--- src/rtl/core/r2n_pkg.sv ---
package r2n_pkg;

  localparam int MAX_WIDTH      = 4096;
  localparam int MAX_HEIGHT     = 4096;
  localparam int COEF_FRAC_BITS = 16;

  localparam int DIM_W  = 13;
  localparam int CNT_W  = 12;
  localparam int ADDR_W = 25;
  localparam int PIX_W  = 32;

  localparam logic [DIM_W-1:0] RESET_WIDTH  = DIM_W'(640);
  localparam logic [DIM_W-1:0] RESET_HEIGHT = DIM_W'(480);
  localparam logic [DIM_W-1:0] RESET_STRIDE = DIM_W'(640);

  localparam int SUM_W = COEF_FRAC_BITS + 11;
  localparam int Q_W   = SUM_W - 1 - COEF_FRAC_BITS;

  localparam logic signed [SUM_W-1:0] OFS_Y = SUM_W'(16 << COEF_FRAC_BITS);
  localparam logic signed [SUM_W-1:0] OFS_C = SUM_W'(128 << COEF_FRAC_BITS);

  localparam logic signed [SUM_W-1:0] C257 = SUM_W'(((257 << COEF_FRAC_BITS) + 500) / 1000);
  localparam logic signed [SUM_W-1:0] C504 = SUM_W'(((504 << COEF_FRAC_BITS) + 500) / 1000);
  localparam logic signed [SUM_W-1:0] C098 = SUM_W'(((98 << COEF_FRAC_BITS) + 500) / 1000);
  localparam logic signed [SUM_W-1:0] C439 = SUM_W'(((439 << COEF_FRAC_BITS) + 500) / 1000);
  localparam logic signed [SUM_W-1:0] C368 = SUM_W'(((368 << COEF_FRAC_BITS) + 500) / 1000);
  localparam logic signed [SUM_W-1:0] C071 = SUM_W'(((71 << COEF_FRAC_BITS) + 500) / 1000);
  localparam logic signed [SUM_W-1:0] C148 = SUM_W'(((148 << COEF_FRAC_BITS) + 500) / 1000);
  localparam logic signed [SUM_W-1:0] C291 = SUM_W'(((291 << COEF_FRAC_BITS) + 500) / 1000);

  typedef enum logic [1:0] {
    REG_FRAME_WIDTH  = 2'd0,
    REG_FRAME_HEIGHT = 2'd1,
    REG_ROW_STRIDE   = 2'd2
  } cfg_reg_t;

  typedef enum logic [1:0] {
    KIND_LUMA = 2'd0,
    KIND_CB   = 2'd1,
    KIND_CR   = 2'd2
  } sample_kind_t;

  typedef struct packed {
    logic [ADDR_W-1:0] luma_addr;
    logic [ADDR_W-1:0] chroma_off;
    logic              chroma;
    logic              fend;
  } pix_ctrl_t;

  typedef struct packed {
    logic [7:0]        y;
    logic [7:0]        cb;
    logic [7:0]        cr;
    logic [ADDR_W-1:0] luma_addr;
    logic [ADDR_W-1:0] chroma_addr;
    logic              chroma;
    logic              fend;
  } conv_item_t;

  // floor(s / 2^F) clamped to 0..255
  function automatic logic [7:0] clamp_sample(logic signed [SUM_W-1:0] s);
    logic [Q_W-1:0] q;
    begin
      q = s[SUM_W-2:COEF_FRAC_BITS];
      if (s[SUM_W-1]) begin
        return 8'd0;
      end else if (|q[Q_W-1:8]) begin
        return 8'd255;
      end else begin
        return q[7:0];
      end
    end
  endfunction

endpackage

--- src/rtl/core/r2n_pixel_if.sv ---
interface r2n_pixel_if;
  logic                     valid;
  logic                     ready;
  logic [r2n_pkg::PIX_W-1:0] pixel_word;

  modport source (output valid, output pixel_word, input ready);
  modport sink (input valid, input pixel_word, output ready);
endinterface

--- src/rtl/core/r2n_sample_if.sv ---
interface r2n_sample_if;
  logic                       valid;
  logic                       ready;
  logic [7:0]                 sample_byte;
  logic [r2n_pkg::ADDR_W-1:0] byte_address;
  r2n_pkg::sample_kind_t      sample_kind;
  logic                       frame_end;
  logic                       run_last;

  modport source (output valid, output sample_byte, output byte_address,
                  output sample_kind, output frame_end, output run_last, input ready);
  modport sink (input valid, input sample_byte, input byte_address,
                input sample_kind, input frame_end, input run_last, output ready);
endinterface

--- src/rtl/core/r2n_frame_ctrl.sv ---
module r2n_frame_ctrl (
  input  logic                       clk,
  input  logic                       rst,
  input  logic                       cfg_we,
  input  logic [1:0]                 cfg_index,
  input  logic [r2n_pkg::DIM_W-1:0]  cfg_data,
  input  logic                       accept,
  output r2n_pkg::pix_ctrl_t         ctrl,
  output logic [r2n_pkg::ADDR_W-1:0] chroma_base
);

  localparam int DIM_W  = r2n_pkg::DIM_W;
  localparam int CNT_W  = r2n_pkg::CNT_W;
  localparam int ADDR_W = r2n_pkg::ADDR_W;

  localparam logic [DIM_W-1:0] MAX_W_D = DIM_W'(r2n_pkg::MAX_WIDTH);
  localparam logic [DIM_W-1:0] MAX_H_D = DIM_W'(r2n_pkg::MAX_HEIGHT);
  localparam logic [2*DIM_W-1:0] RESET_BASE = (2*DIM_W)'(r2n_pkg::RESET_STRIDE)
                                            * (2*DIM_W)'(r2n_pkg::RESET_HEIGHT);

  logic [DIM_W-1:0]   frame_width;
  logic [DIM_W-1:0]   frame_height;
  logic [DIM_W-1:0]   row_stride;
  logic [CNT_W-1:0]   column_count;
  logic [CNT_W-1:0]   row_count;
  logic [ADDR_W-1:0]  luma_address;
  logic [ADDR_W-1:0]  chroma_offset;
  logic               running_parity;

  logic [DIM_W-1:0]   eff_w;
  logic [DIM_W-1:0]   eff_h;
  logic [DIM_W-1:0]   eff_s;
  logic [2*DIM_W-1:0] base_prod;
  logic               row_end;
  logic               fend;
  logic               even_row;
  logic               chroma;
  logic [ADDR_W-1:0]  pad;
  logic [ADDR_W-1:0]  luma_step;
  logic [ADDR_W-1:0]  chroma_step;
  logic               restart;

  function automatic logic [DIM_W-1:0] sat_dim(logic [DIM_W-1:0] v, logic [DIM_W-1:0] mx);
    begin
      if (v == '0) begin
        return DIM_W'(1);
      end else if (v > mx) begin
        return mx;
      end else begin
        return v;
      end
    end
  endfunction

  always_comb begin
    eff_w     = sat_dim(frame_width, MAX_W_D);
    eff_h     = sat_dim(frame_height, MAX_H_D);
    eff_s     = sat_dim(row_stride, MAX_W_D);
    base_prod = (2*DIM_W)'(eff_s) * (2*DIM_W)'(eff_h);
  end

  always_comb begin
    row_end     = ({1'b0, column_count} + DIM_W'(1)) >= eff_w;
    fend        = row_end && (({1'b0, row_count} + DIM_W'(1)) >= eff_h);
    even_row    = !row_count[0];
    chroma      = even_row && running_parity;
    pad         = {{(ADDR_W-DIM_W){1'b0}}, DIM_W'(eff_s - eff_w)};
    luma_step   = luma_address + ADDR_W'(1);
    chroma_step = chroma ? chroma_offset + ADDR_W'(2) : chroma_offset;
    restart     = cfg_we && (cfg_index == r2n_pkg::REG_FRAME_WIDTH
                          || cfg_index == r2n_pkg::REG_FRAME_HEIGHT
                          || cfg_index == r2n_pkg::REG_ROW_STRIDE);
  end

  always_comb begin
    ctrl.luma_addr  = luma_address;
    ctrl.chroma_off = chroma_offset;
    ctrl.chroma     = chroma;
    ctrl.fend       = fend;
  end

  always_ff @(posedge clk) begin
    if (rst) begin
      chroma_base <= RESET_BASE[ADDR_W-1:0];
    end else begin
      chroma_base <= base_prod[ADDR_W-1:0];
    end
  end

  always_ff @(posedge clk) begin
    if (rst) begin
      frame_width    <= r2n_pkg::RESET_WIDTH;
      frame_height   <= r2n_pkg::RESET_HEIGHT;
      row_stride     <= r2n_pkg::RESET_STRIDE;
      column_count   <= '0;
      row_count      <= '0;
      luma_address   <= '0;
      chroma_offset  <= '0;
      running_parity <= 1'b0;
    end else if (cfg_we) begin
      unique case (cfg_index)
        r2n_pkg::REG_FRAME_WIDTH:  frame_width  <= cfg_data;
        r2n_pkg::REG_FRAME_HEIGHT: frame_height <= cfg_data;
        r2n_pkg::REG_ROW_STRIDE:   row_stride   <= cfg_data;
        default: ;
      endcase
      if (restart) begin
        column_count   <= '0;
        row_count      <= '0;
        luma_address   <= '0;
        chroma_offset  <= '0;
        running_parity <= 1'b0;
      end
    end else if (accept) begin
      if (fend) begin
        column_count   <= '0;
        row_count      <= '0;
        luma_address   <= '0;
        chroma_offset  <= '0;
        running_parity <= 1'b0;
      end else begin
        running_parity <= !running_parity;
        if (row_end) begin
          column_count <= '0;
          row_count    <= row_count + CNT_W'(1);
          if (eff_s > eff_w) begin
            luma_address  <= luma_step + pad;
            chroma_offset <= even_row ? chroma_step + pad : chroma_step;
          end else begin
            luma_address  <= luma_step;
            chroma_offset <= chroma_step;
          end
        end else begin
          column_count  <= column_count + CNT_W'(1);
          luma_address  <= luma_step;
          chroma_offset <= chroma_step;
        end
      end
    end
  end

  a_col_in_row: assert property (@(posedge clk) disable iff (rst)
    {1'b0, column_count} < eff_w)
    else $error("column count past row width");

  a_row_in_frame: assert property (@(posedge clk) disable iff (rst)
    {1'b0, row_count} < eff_h)
    else $error("row count past frame height");

  a_frame_restart: assert property (@(posedge clk) disable iff (rst)
    accept && fend && !cfg_we |=> luma_address == '0 && chroma_offset == '0
                                  && !running_parity)
    else $error("state not reloaded after last pixel");

endmodule

--- src/rtl/core/r2n_csc.sv ---
module r2n_csc (
  input  logic                       clk,
  input  logic                       rst,
  input  logic                       in_valid,
  output logic                       in_ready,
  input  logic [r2n_pkg::PIX_W-1:0]  pixel_word,
  input  r2n_pkg::pix_ctrl_t         ctrl,
  input  logic [r2n_pkg::ADDR_W-1:0] chroma_base,
  output logic                       out_valid,
  input  logic                       out_ready,
  output r2n_pkg::conv_item_t        out_item
);

  localparam int SUM_W = r2n_pkg::SUM_W;

  logic                      s1_valid;
  logic [7:0]                s1_r;
  logic [7:0]                s1_g;
  logic [7:0]                s1_b;
  r2n_pkg::pix_ctrl_t        s1_ctrl;
  logic                      s1_ready;
  logic                      s2_ready;

  logic signed [SUM_W-1:0]   sr;
  logic signed [SUM_W-1:0]   sg;
  logic signed [SUM_W-1:0]   sb;
  logic signed [SUM_W-1:0]   y_sum;
  logic signed [SUM_W-1:0]   cb_sum;
  logic signed [SUM_W-1:0]   cr_sum;
  r2n_pkg::conv_item_t       item_next;

  assign s2_ready = !out_valid || out_ready;
  assign s1_ready = !s1_valid || s2_ready;
  assign in_ready = s1_ready;

  always_comb begin
    sr     = $signed({{(SUM_W-8){1'b0}}, s1_r});
    sg     = $signed({{(SUM_W-8){1'b0}}, s1_g});
    sb     = $signed({{(SUM_W-8){1'b0}}, s1_b});
    y_sum  = r2n_pkg::OFS_Y + sr * r2n_pkg::C257 + sg * r2n_pkg::C504 + sb * r2n_pkg::C098;
    cb_sum = r2n_pkg::OFS_C - sr * r2n_pkg::C148 - sg * r2n_pkg::C291 + sb * r2n_pkg::C439;
    cr_sum = r2n_pkg::OFS_C + sr * r2n_pkg::C439 - sg * r2n_pkg::C368 - sb * r2n_pkg::C071;

    item_next.y           = r2n_pkg::clamp_sample(y_sum);
    item_next.cb          = r2n_pkg::clamp_sample(cb_sum);
    item_next.cr          = r2n_pkg::clamp_sample(cr_sum);
    item_next.luma_addr   = s1_ctrl.luma_addr;
    item_next.chroma_addr = chroma_base + s1_ctrl.chroma_off;
    item_next.chroma      = s1_ctrl.chroma;
    item_next.fend        = s1_ctrl.fend;
  end

  always_ff @(posedge clk) begin
    if (rst) begin
      s1_valid  <= 1'b0;
      out_valid <= 1'b0;
    end else begin
      if (s1_ready) begin
        s1_valid <= in_valid;
      end
      if (s2_ready) begin
        out_valid <= s1_valid;
      end
    end
  end

  always_ff @(posedge clk) begin
    if (in_valid && s1_ready) begin
      s1_r    <= pixel_word[23:16];
      s1_g    <= pixel_word[15:8];
      s1_b    <= pixel_word[7:0];
      s1_ctrl <= ctrl;
    end
    if (s1_valid && s2_ready) begin
      out_item <= item_next;
    end
  end

endmodule

--- src/rtl/core/r2n_sample_seq.sv ---
module r2n_sample_seq (
  input  logic                clk,
  input  logic                rst,
  input  logic                item_valid,
  output logic                item_ready,
  input  r2n_pkg::conv_item_t item,
  r2n_sample_if.source        samples
);

  localparam int ADDR_W = r2n_pkg::ADDR_W;

  logic                  busy;
  r2n_pkg::conv_item_t   hold;
  r2n_pkg::sample_kind_t kind;
  r2n_pkg::sample_kind_t kind_next;
  logic                  last;

  always_comb begin
    last       = (kind == r2n_pkg::KIND_CR) || (kind == r2n_pkg::KIND_LUMA && !hold.chroma);
    item_ready = !busy || (samples.ready && last);
  end

  always_comb begin
    unique case (kind)
      r2n_pkg::KIND_LUMA: kind_next = r2n_pkg::KIND_CB;
      r2n_pkg::KIND_CB:   kind_next = r2n_pkg::KIND_CR;
      default:            kind_next = r2n_pkg::KIND_LUMA;
    endcase
  end

  always_comb begin
    samples.valid       = busy;
    samples.sample_kind = kind;
    samples.frame_end   = hold.fend;
    samples.run_last    = last;
    unique case (kind)
      r2n_pkg::KIND_CB: begin
        samples.sample_byte  = hold.cb;
        samples.byte_address = hold.chroma_addr;
      end
      r2n_pkg::KIND_CR: begin
        samples.sample_byte  = hold.cr;
        samples.byte_address = hold.chroma_addr + ADDR_W'(1);
      end
      default: begin
        samples.sample_byte  = hold.y;
        samples.byte_address = hold.luma_addr;
      end
    endcase
  end

  always_ff @(posedge clk) begin
    if (rst) begin
      busy <= 1'b0;
      kind <= r2n_pkg::KIND_LUMA;
    end else if (item_ready) begin
      busy <= item_valid;
      kind <= r2n_pkg::KIND_LUMA;
    end else if (samples.ready) begin
      kind <= kind_next;
    end
  end

  always_ff @(posedge clk) begin
    if (item_ready && item_valid) begin
      hold <= item;
    end
  end

  a_chroma_phase: assert property (@(posedge clk) disable iff (rst)
    busy && kind != r2n_pkg::KIND_LUMA |-> hold.chroma)
    else $error("chroma phase on a luma-only item");

  a_run_continues: assert property (@(posedge clk) disable iff (rst)
    samples.valid && samples.ready && !samples.run_last |=> samples.valid
      && $stable(hold.luma_addr) && kind == $past(kind_next))
    else $error("item run broken before its last sample");

  a_stall_holds: assert property (@(posedge clk) disable iff (rst)
    busy && !samples.ready |=> busy && kind == $past(kind))
    else $error("phase moved during stall");

  a_reset_idle: assert property (@(posedge clk)
    rst |=> !busy)
    else $error("output busy after reset");

endmodule

--- src/rtl/core/rgb_to_nv12_converter_top.sv ---
// RGB to NV12 converter.
// pixels: one packed pixel per item (red 23:16, green 15:8, blue 7:0), raster
// order. samples: one byte per item with its frame buffer address, kind
// (luma, Cb, Cr), frame_end and run_last marking the last byte of a pixel.
// Config port: cfg_we/cfg_index/cfg_data write frame_width, frame_height,
// row_stride; any valid write restarts the frame. Write only while idle.
// Path: the luma byte of an accepted pixel passes the input register, the
// conversion register and the output hold register before it is presented.
// Throughput: a pixel is accepted every cycle while the output keeps up;
// the one-byte output port sends one byte per luma-only pixel and three
// per pixel that also carries Cb and Cr, so even rows average two bytes
// per pixel, odd rows one, a frame about 1.5.
// Reset: registers return to 640x480 stride 640, all stages empty, no
// clearing pass. A stalled output holds its byte and back-pressures the
// two pipeline registers, then pixels.ready drops.
module rgb_to_nv12_converter_top (
  input  logic                      clk,
  input  logic                      rst,
  input  logic                      cfg_we,
  input  logic [1:0]                cfg_index,
  input  logic [r2n_pkg::DIM_W-1:0] cfg_data,
  r2n_pixel_if.sink                 pixels,
  r2n_sample_if.source              samples
);

  r2n_pkg::pix_ctrl_t         ctrl;
  logic [r2n_pkg::ADDR_W-1:0] chroma_base;
  logic                       pix_ready;
  logic                       conv_valid;
  logic                       conv_ready;
  r2n_pkg::conv_item_t        conv_item;

  assign pixels.ready = pix_ready;

  r2n_frame_ctrl u_frame_ctrl (
    .clk         (clk),
    .rst         (rst),
    .cfg_we      (cfg_we),
    .cfg_index   (cfg_index),
    .cfg_data    (cfg_data),
    .accept      (pixels.valid && pix_ready),
    .ctrl        (ctrl),
    .chroma_base (chroma_base)
  );

  r2n_csc u_csc (
    .clk         (clk),
    .rst         (rst),
    .in_valid    (pixels.valid),
    .in_ready    (pix_ready),
    .pixel_word  (pixels.pixel_word),
    .ctrl        (ctrl),
    .chroma_base (chroma_base),
    .out_valid   (conv_valid),
    .out_ready   (conv_ready),
    .out_item    (conv_item)
  );

  r2n_sample_seq u_sample_seq (
    .clk        (clk),
    .rst        (rst),
    .item_valid (conv_valid),
    .item_ready (conv_ready),
    .item       (conv_item),
    .samples    (samples)
  );

endmodule
--- src/flat_wrapper.sv ---
// flat-port wrapper written by rule: the top's interface ports become plain ports
module rgb_to_nv12_converter_top_flat 
  (clk, rst, cfg_we, cfg_index, cfg_data, pixels_valid, pixels_pixel_word, pixels_ready, samples_valid, samples_sample_byte, samples_byte_address, samples_sample_kind, samples_frame_end, samples_run_last, samples_ready);
  r2n_pixel_if pixels_i ();
  r2n_sample_if samples_i ();
  input  logic clk;
  input  logic rst;
  input  logic cfg_we;
  input  logic [1:0] cfg_index;
  input  logic [r2n_pkg::DIM_W-1:0] cfg_data;
  input wire logic [$bits(pixels_i.valid)-1:0] pixels_valid;
  input wire logic [$bits(pixels_i.pixel_word)-1:0] pixels_pixel_word;
  output wire logic [$bits(pixels_i.ready)-1:0] pixels_ready;
  output wire logic [$bits(samples_i.valid)-1:0] samples_valid;
  output wire logic [$bits(samples_i.sample_byte)-1:0] samples_sample_byte;
  output wire logic [$bits(samples_i.byte_address)-1:0] samples_byte_address;
  output wire logic [$bits(samples_i.sample_kind)-1:0] samples_sample_kind;
  output wire logic [$bits(samples_i.frame_end)-1:0] samples_frame_end;
  output wire logic [$bits(samples_i.run_last)-1:0] samples_run_last;
  input wire logic [$bits(samples_i.ready)-1:0] samples_ready;
  assign pixels_i.valid = pixels_valid;
  assign pixels_i.pixel_word = pixels_pixel_word;
  assign pixels_ready = pixels_i.ready;
  assign samples_valid = samples_i.valid;
  assign samples_sample_byte = samples_i.sample_byte;
  assign samples_byte_address = samples_i.byte_address;
  assign samples_sample_kind = samples_i.sample_kind;
  assign samples_frame_end = samples_i.frame_end;
  assign samples_run_last = samples_i.run_last;
  assign samples_i.ready = samples_ready;
  rgb_to_nv12_converter_top u_core (.clk(clk), .rst(rst), .cfg_we(cfg_we), .cfg_index(cfg_index), .cfg_data(cfg_data), .pixels(pixels_i), .samples(samples_i));
endmodule
--- config.mk ---
export PLATFORM = sky130hd
export DESIGN_NAME = rgb_to_nv12_converter_top_flat
export DESIGN_NICKNAME = d
export VERILOG_FILES = /design/src/rtl/core/r2n_pkg.sv /design/src/rtl/core/r2n_pixel_if.sv /design/src/rtl/core/r2n_sample_if.sv /design/src/rtl/core/r2n_frame_ctrl.sv /design/src/rtl/core/r2n_csc.sv /design/src/rtl/core/r2n_sample_seq.sv /design/src/rtl/core/rgb_to_nv12_converter_top.sv /design/src/flat_wrapper.sv
export SDC_FILE = /design/constraint.sdc
export NUM_CORES = 2
export LEC_CHECK = 0
export BUFFER_PORTS_ARGS = -buffer_cell sky130_fd_sc_hd__buf_2
export CORE_MARGIN = 2
export CORE_UTILIZATION = 50
export DETAILED_ROUTE_END_ITERATION = 7
export GPL_ROUTABILITY_DRIVEN = 0
export PLACE_DENSITY = 0.67
export SETUP_SLACK_MARGIN = 0.15
export SYNTH_ARGS = -nofsm -noshare
export SYNTH_HDL_FRONTEND = slang
export SYNTH_HIERARCHICAL = 1
export SYNTH_SLANG_ARGS = --single-unit
export TNS_END_PERCENT = 20
--- constraint.sdc ---
create_clock -name clk -period 7.9 [get_ports clk]
set_input_delay 0.79 -clock clk [delete_from_list [all_inputs] [get_ports clk]]
set_output_delay 0.79 -clock clk [all_outputs]
set_load 0.02 [all_outputs]
# Word level (Yosys, flattened, before mapping)
# Index checks and enable logic that the tools add are counted.
[totals] regBits=372 output_inout_bits=39 wordCells=149
[classes] addsub=20 mul=10 order_cmp=6 eq_ne=5 n_mux=38 n_reduce_logical=36
[op_table] cell="$mux 25" n=13
[op_table] cell="$mux 12" n=9
[op_table] cell="$mul 8x15->23 const B" n=4
[op_table] cell="$mux 13" n=6
[op_table] cell="$mul 8x14->22 const B" n=3
[op_table] cell="$add 25x1->25 const B" n=2
[op_table] cell="$add 25x13->25" n=2
[op_table] cell="$pmux 25 s2" n=1
[op_table] cell="$mul 8x13->21 const B" n=2
[op_table] cell="$gt 13x13->1 const B" n=3
[op_table] cell="$logic_not 13->1" n=3
[op_table] cell="$add 26x24->27" n=1
[op_table] cell="$sub 26x22->27" n=1
[op_table] cell="$add 12x1->13 const B" n=2
[op_table] cell="$add 25x21->26" n=1
[op_table] cell="$ge 13x13->1" n=2
[op_table] cell="$sub 25x23->26" n=1
[op_table] cell="$sub 25x24->26" n=1
[op_table] cell="$add 24x23->25 const A" n=1
[op_table] cell="$add 24x24->25" n=1
[op_table] cell="$add 25x2->25 const B" n=1
[op_table] cell="$add 25x25->25" n=1
[op_table] cell="$mul 13x13->25" n=1
[op_table] cell="$sub 24x22->25 const A" n=1
[op_table] cell="other kinds (20)" n=52

# Depth between registers and ports, before layout
[depth] word_depth=11 ltp_mapped=38 mapped_depth_nobuf=38

# Cells and area by module
# Netlist, hierarchy kept.
[modules_own_cells] mod="r2n_csc" instances=1 cells_each=2377 area_per_inst_um2=23786.6
[modules_own_cells] mod="r2n_frame_ctrl" instances=1 cells_each=1882 area_per_inst_um2=14814.2
[modules_own_cells] mod="r2n_sample_seq" instances=1 cells_each=298 area_per_inst_um2=3563.4
[modules_own_cells] mod="rgb_to_nv12_converter_top" instances=1 cells_each=1 area_per_inst_um2=6.3

# Worst setup path after synthesis
# Ideal clock, no wire load.
[synth_path] path_kind="flip-flop to flip-flop" start="register u_core.u_csc.s1_r[1]" end="register u_core/u_csc/out_item[53] in the netlist's numbering, data pin" setup_time_ns=0.278 t_arrival_ns=8.134 path_slack_ns=-0.512 stages_incl_launch_ff=37 path_cell_list="edfxtp_1 inv_1 ha_1 ha_1 inv_1 fa_1 inv_1 ha_1 inv_1 fa_1 nor2b_1 o21ai_0 a21oi_1 o21ai_0 nand2_1 xnor2_1 ha_1 fa_1 fa_1 fa_1 inv_1 ha_1 o21a_1 a211o_1 a21o_1 a21o_1 a21o_1 xor2_1 ha_1 o21ai_0 a21o_1 a31oi_1 o41a_1 a31oi_1 nand4_1 a21oi_2 nor3_1"
[synth_via] elab_chain_cells=6
[synth_lines] element="start: declaration" line_no="r2n_csc.sv:17" text="logic [7:0] s1_r;"
[synth_lines] element="start signal: assignment" line_no="r2n_csc.sv:69" text="s1_r <= pixel_word[23:16];"
[synth_lines] element="$mul 8x14->22 *" line_no="r2n_csc.sv:42" text="cr_sum = r2n_pkg::OFS_C + sr * r2n_pkg::C439 - sg * r2n_pkg::C368 - sb * r2n_pkg::C071;"
[synth_lines] element="$add 24x23->25 *" line_no="r2n_csc.sv:42"
[synth_lines] element="$sub 25x23->26 *" line_no="r2n_csc.sv:42"
[synth_lines] element="$sub 26x22->27 *" line_no="r2n_csc.sv:42"
[synth_lines] element="$reduce_or 2->1" line_no="r2n_pkg.sv:67" text="end else if (|q[Q_W-1:8]) begin"
[synth_lines] element="$mux 8" line_no="r2n_pkg.sv:67"
[synth_lines] element="end signal: assignment" line_no="r2n_csc.sv:75" text="out_item <= item_next;"
[synth_lines] element="end: declaration" line_no="r2n_csc.sv:11" text="output r2n_pkg::conv_item_t out_item"
# Mark *: on every way between the ends. The rest lies on a longest branch, timed or not.
# A chain may end at the register's enable or synchronous reset.

# Worst setup path in the final report
[layout_path] start="register u_core.u_csc.s1_r[2]" end="register u_core/u_csc/out_item[54] in the netlist's numbering, data pin"
# Same word-level chain as after synthesis.

==> impl_metrics.json <==
{
  "layout_min_cycle_time_ns": 7.91,
  "via_count": 32900,
  "status": "complete, but fails checks",
  "ctsHoldBuffers": 0,
  "grt_pass1_vias": 32800,
  "leakagePower_nw": 21.6,
  "synth_edf_count": 228,
  "fmax_mhz": 126,
  "grt_pass1_wl_um": 178000,
  "syn_inst": 4558,
  "core_mm2": 0.0836,
  "design_area_mm2": 0.0463,
  "cts_tree": "yes",
  "violations": "negative setup slack",
  "grt_use_total_pct": 26.2,
  "avgRoutedWirePerCell_um": 19.2,
  "path_clk_slew_ns": 0.07,
  "placed_area_mm2": 0.0446,
  "start_kind": "flip-flop",
  "final.setup_skew_ns": 0.0577,
  "first_pass_iters": 6,
  "vdd_drop_max_v": 0.000702,
  "max_cap_viol_count": 0,
  "fp.dieW_um": 294,
  "diodes": 0,
  "cts-root-buf": "clkbuf_16",
  "fin_util_pct": 55.4,
  "worst_pin_slew_ns": 1.18,
  "hp-class": "in -> reg",
  "final_cells": 5831,
  "layout.nets": 5781,
  "dieArea_mm2": 0.0867,
  "path_max_fanout": 7,
  "core.rowCount": 106,
  "setup_violations": 4,
  "finalPower_mw": 20.2,
  "synth_ff_type": "edfxtp_1",
  "totalWireLength_um": 112000,
  "syn_area_per_cell_um2": 9.25,
  "reg2reg_from": "u_core/u_csc/s1_r[2]",
  "rrSetupSlack_ns": -0.01,
  "drtIter0Drc": 2053,
  "yosys_register_bits": 372,
  "slew_violations": 0,
  "clkLatencyLatePin_ns": 0.62,
  "num_io_pins": 91,
  "cts-buffers-inserted": 44,
  "endpoint": "u_core/u_csc/out_item[54]",
  "seq_area_frac_synth_pct": 23.1,
  "cpMaxStageDelayCell": "fa_1",
  "die_height_um": 294,
  "hold_viol_final": 0,
  "async_flop_share_pct": 0,
  "power.density_mw_per_mm2": 436,
  "arrival_ns": 8.23,
  "synth_nets": 5623,
  "dp_slack_ns": -0.181,
  "routed_via_density": 5.64,
  "max_stage_delay_ns": 0.51,
  "drive_gt1_share_pct": 9.13,
  "clock_sinks": 372,
  "overflow": 0,
  "rr_worst_depth": 35,
  "syn_area_mm2": 0.0422,
  "setup_tns_ns": -0.0274,
  "clockBufferDepth": 3,
  "drc": 0,
  "cp.required_ns": 8.22,
  "grt_max_degree": 77,
  "yosys_warnings": 6,
  "critPathKind": "reg -> reg",
  "setup_ws_ns": -0.0104,
  "critPathLaunch": "u_core/u_csc/s1_r[2]",
  "rsz0062_at_grt": "true",
  "crit_top_cell": "ha_4",
  "finalHoldWorstSlack_ns": 0.340,
  "start_util_pct": 50.5,
  "ys_types": 113,
  "cts_htree_levels": 2,
  "slew_headroom_pct": 20.6,
  "dp_hpwl_um": 91600,
  "antenna_left": 0,
  "portBuffers": 82,
  "antenna_found_initial": 1,
  "end_kind": "flip-flop",
  "syn_to_final_growth_pct": 9.79,
  "dp_cells": 5742,
  "period_share_pct": 100,
  "r2r-end": "u_core/u_csc/out_item[54]"
}
[area by class of cell]
class	count	area, um2
clock buffers	55	1180
repair buffers	213	1430
well taps	1080	1350
flip-flops and latches	372	9730
multi-input cells	3363	29700
clock inverters	26	205
inverters	722	2710
fillers	7506	37300
[synthesized netlist by cell type, types with 7 or more instances]
cell type  count  area, um2
clkinv_1      11       41.3
inv_1        707       2650
o21bai_1      35        263
o21ai_0      158        791
or3_1         18        113
o31ai_1       13       97.6
a21o_1        79        593
a31oi_1       38        238
dfxtp_1      144       2880
nor4_1        24        150
clkbuf_1      81        304
a41oi_1        7       61.3
a22oi_1       28        210
nor3_1        69        345
xnor2_1      172       1510
mux2i_1       10        100
and4_1         9       78.8
a211oi_1      43        323
buf_1          8       30.0
nand2_1      393       1480
and3_1        46        288
o211ai_1      39        293
o31a_1         8       70.1
a21oi_1      271       1360
mux2_2         9        101
and2_1        25        156
a211o_1       14        123
o21a_1        39        293
or2_2         16        100
a2111oi_0      7       61.3
edfxtp_1     228       6850
nand4_1       39        244
o21ai_1        9       45.0
nand2b_1      43        269
xor2_1       106        928
ha_1         669       8370
a21boi_0       9       67.6
nor2_1       283       1060
a22o_1        12        105
fa_1         344       6890
nand3_1       93        465
nor2b_1       39        244
[report_power, final]
group          switching, mW  internal, mW  total (mW)
Combinational           8.58          7.02        15.6
Sequential             0.100          2.52        2.62
Clock                  0.855          1.11        1.96
[cell usage in the layout (no fill, tap or decap), drive strengths merged, types with 20 or more instances in the layout]
| cell type | n |
|---|---|
| inv | 715 |
| ha | 669 |
| nand2 | 393 |
| fa | 344 |
| nor2 | 283 |
| a21oi | 275 |
| edfxtp | 228 |
| buf | 213 |
| xnor2 | 172 |
| o21ai | 167 |
| dfxtp | 144 |
| xor2 | 106 |
| nand3 | 96 |
| a21o | 81 |
| nor3 | 70 |
| clkbuf | 55 |
| and3 | 47 |
| a211oi | 45 |
| nand2b | 43 |
| o211ai | 40 |
| nand4 | 40 |
| o21a | 39 |
| nor2b | 39 |
| a31oi | 39 |
| o21bai | 35 |
| a22oi | 29 |
| and2 | 27 |
| nor4 | 25 |
| clkinv | 22 |
| or3 | 20 |
[worst max-delay path, delay by kind of cell (launching register included)]
kind,cells,cell delay (ns)
fa+ha+maj,11,3.57
compound gates,14,2.34
buf+inv,5,0.58
flops,1,0.49
xor+xnor,2,0.33
simple gates,3,0.31
[sequential cells by signal, summed over array words and instances, names as in the netlist, 25 cells and up]
signal	count
u_core/u_sample_seq/hold	75
u_core/u_csc/item_next	27
u_core/u_frame_ctrl/chroma_offset	25
u_core/u_frame_ctrl/luma_address	25
u_core/u_frame_ctrl/chroma_base	25
u_core/u_csc/s1_ctrl	25
u_core/u_csc/out_item	76
[metal layers]
layer  wire length, um  part of all wire [%]  GRT usage, %  up-vias
met5                 0                     0             0        -
li1                  -                     -             -    15900
met4              4590                   4.1          9.74        0
met3              5560                   5.0          2.61      207
met2             52800                    47          44.4      868
met1             49000                    44          34.6    15800
[worst min path at each step]
| stage | startpoint | end | slack [ns] | cells after the start |
|---|---|---|---|---|
| 3_5_place_dp | u_core/u_csc/item_next[46] | u_core/u_csc/out_item[46] | 0.40 | 0 |
| 2_1_floorplan | u_core/u_csc/item_next[0] | u_core/u_csc/out_item[0] | 0.40 | 0 |
| 3_3_place_gp | u_core/u_csc/item_next[41] | u_core/u_csc/out_item[41] | 0.40 | 0 |
| 4_1_cts | pixels_pixel_word[8] | u_core/u_csc/s1_g[0] | 0.30 | 1 |
| 5_1_grt | pixels_pixel_word[12] | u_core/u_csc/s1_g[4] | 0.32 | 1 |
| 6_report | pixels_pixel_word[8] | u_core/u_csc/s1_g[0] | 0.34 | 1 |
[kinds of logic (layout without fill, tap and decap cells)]
| kind of cell | Yosys count | in the layout | share of synthesized area, % |
|---|---|---|---|
| simple gates | 1148 | 1148 | 12.9 |
| fa+ha+maj | 1013 | 1013 | 36.2 |
| compound gates | 905 | 905 | 14.1 |
| buf+inv | 823 | 1016 | 7.48 |
| flops | 372 | 372 | 23.1 |
| xor+xnor | 278 | 278 | 5.77 |
| mux | 19 | 19 | 0.478 |
[repair_timing]
item | in CTS | in global routing
endpoints found under the setup margin | 8 | 24
endpoints found under the hold margin | 0 | 0
pin swaps | 29 | 42
buffers inserted | 5 | 3
resized for setup | 13 | 41
Note: power is estimated with default switching activity, not from simulation.
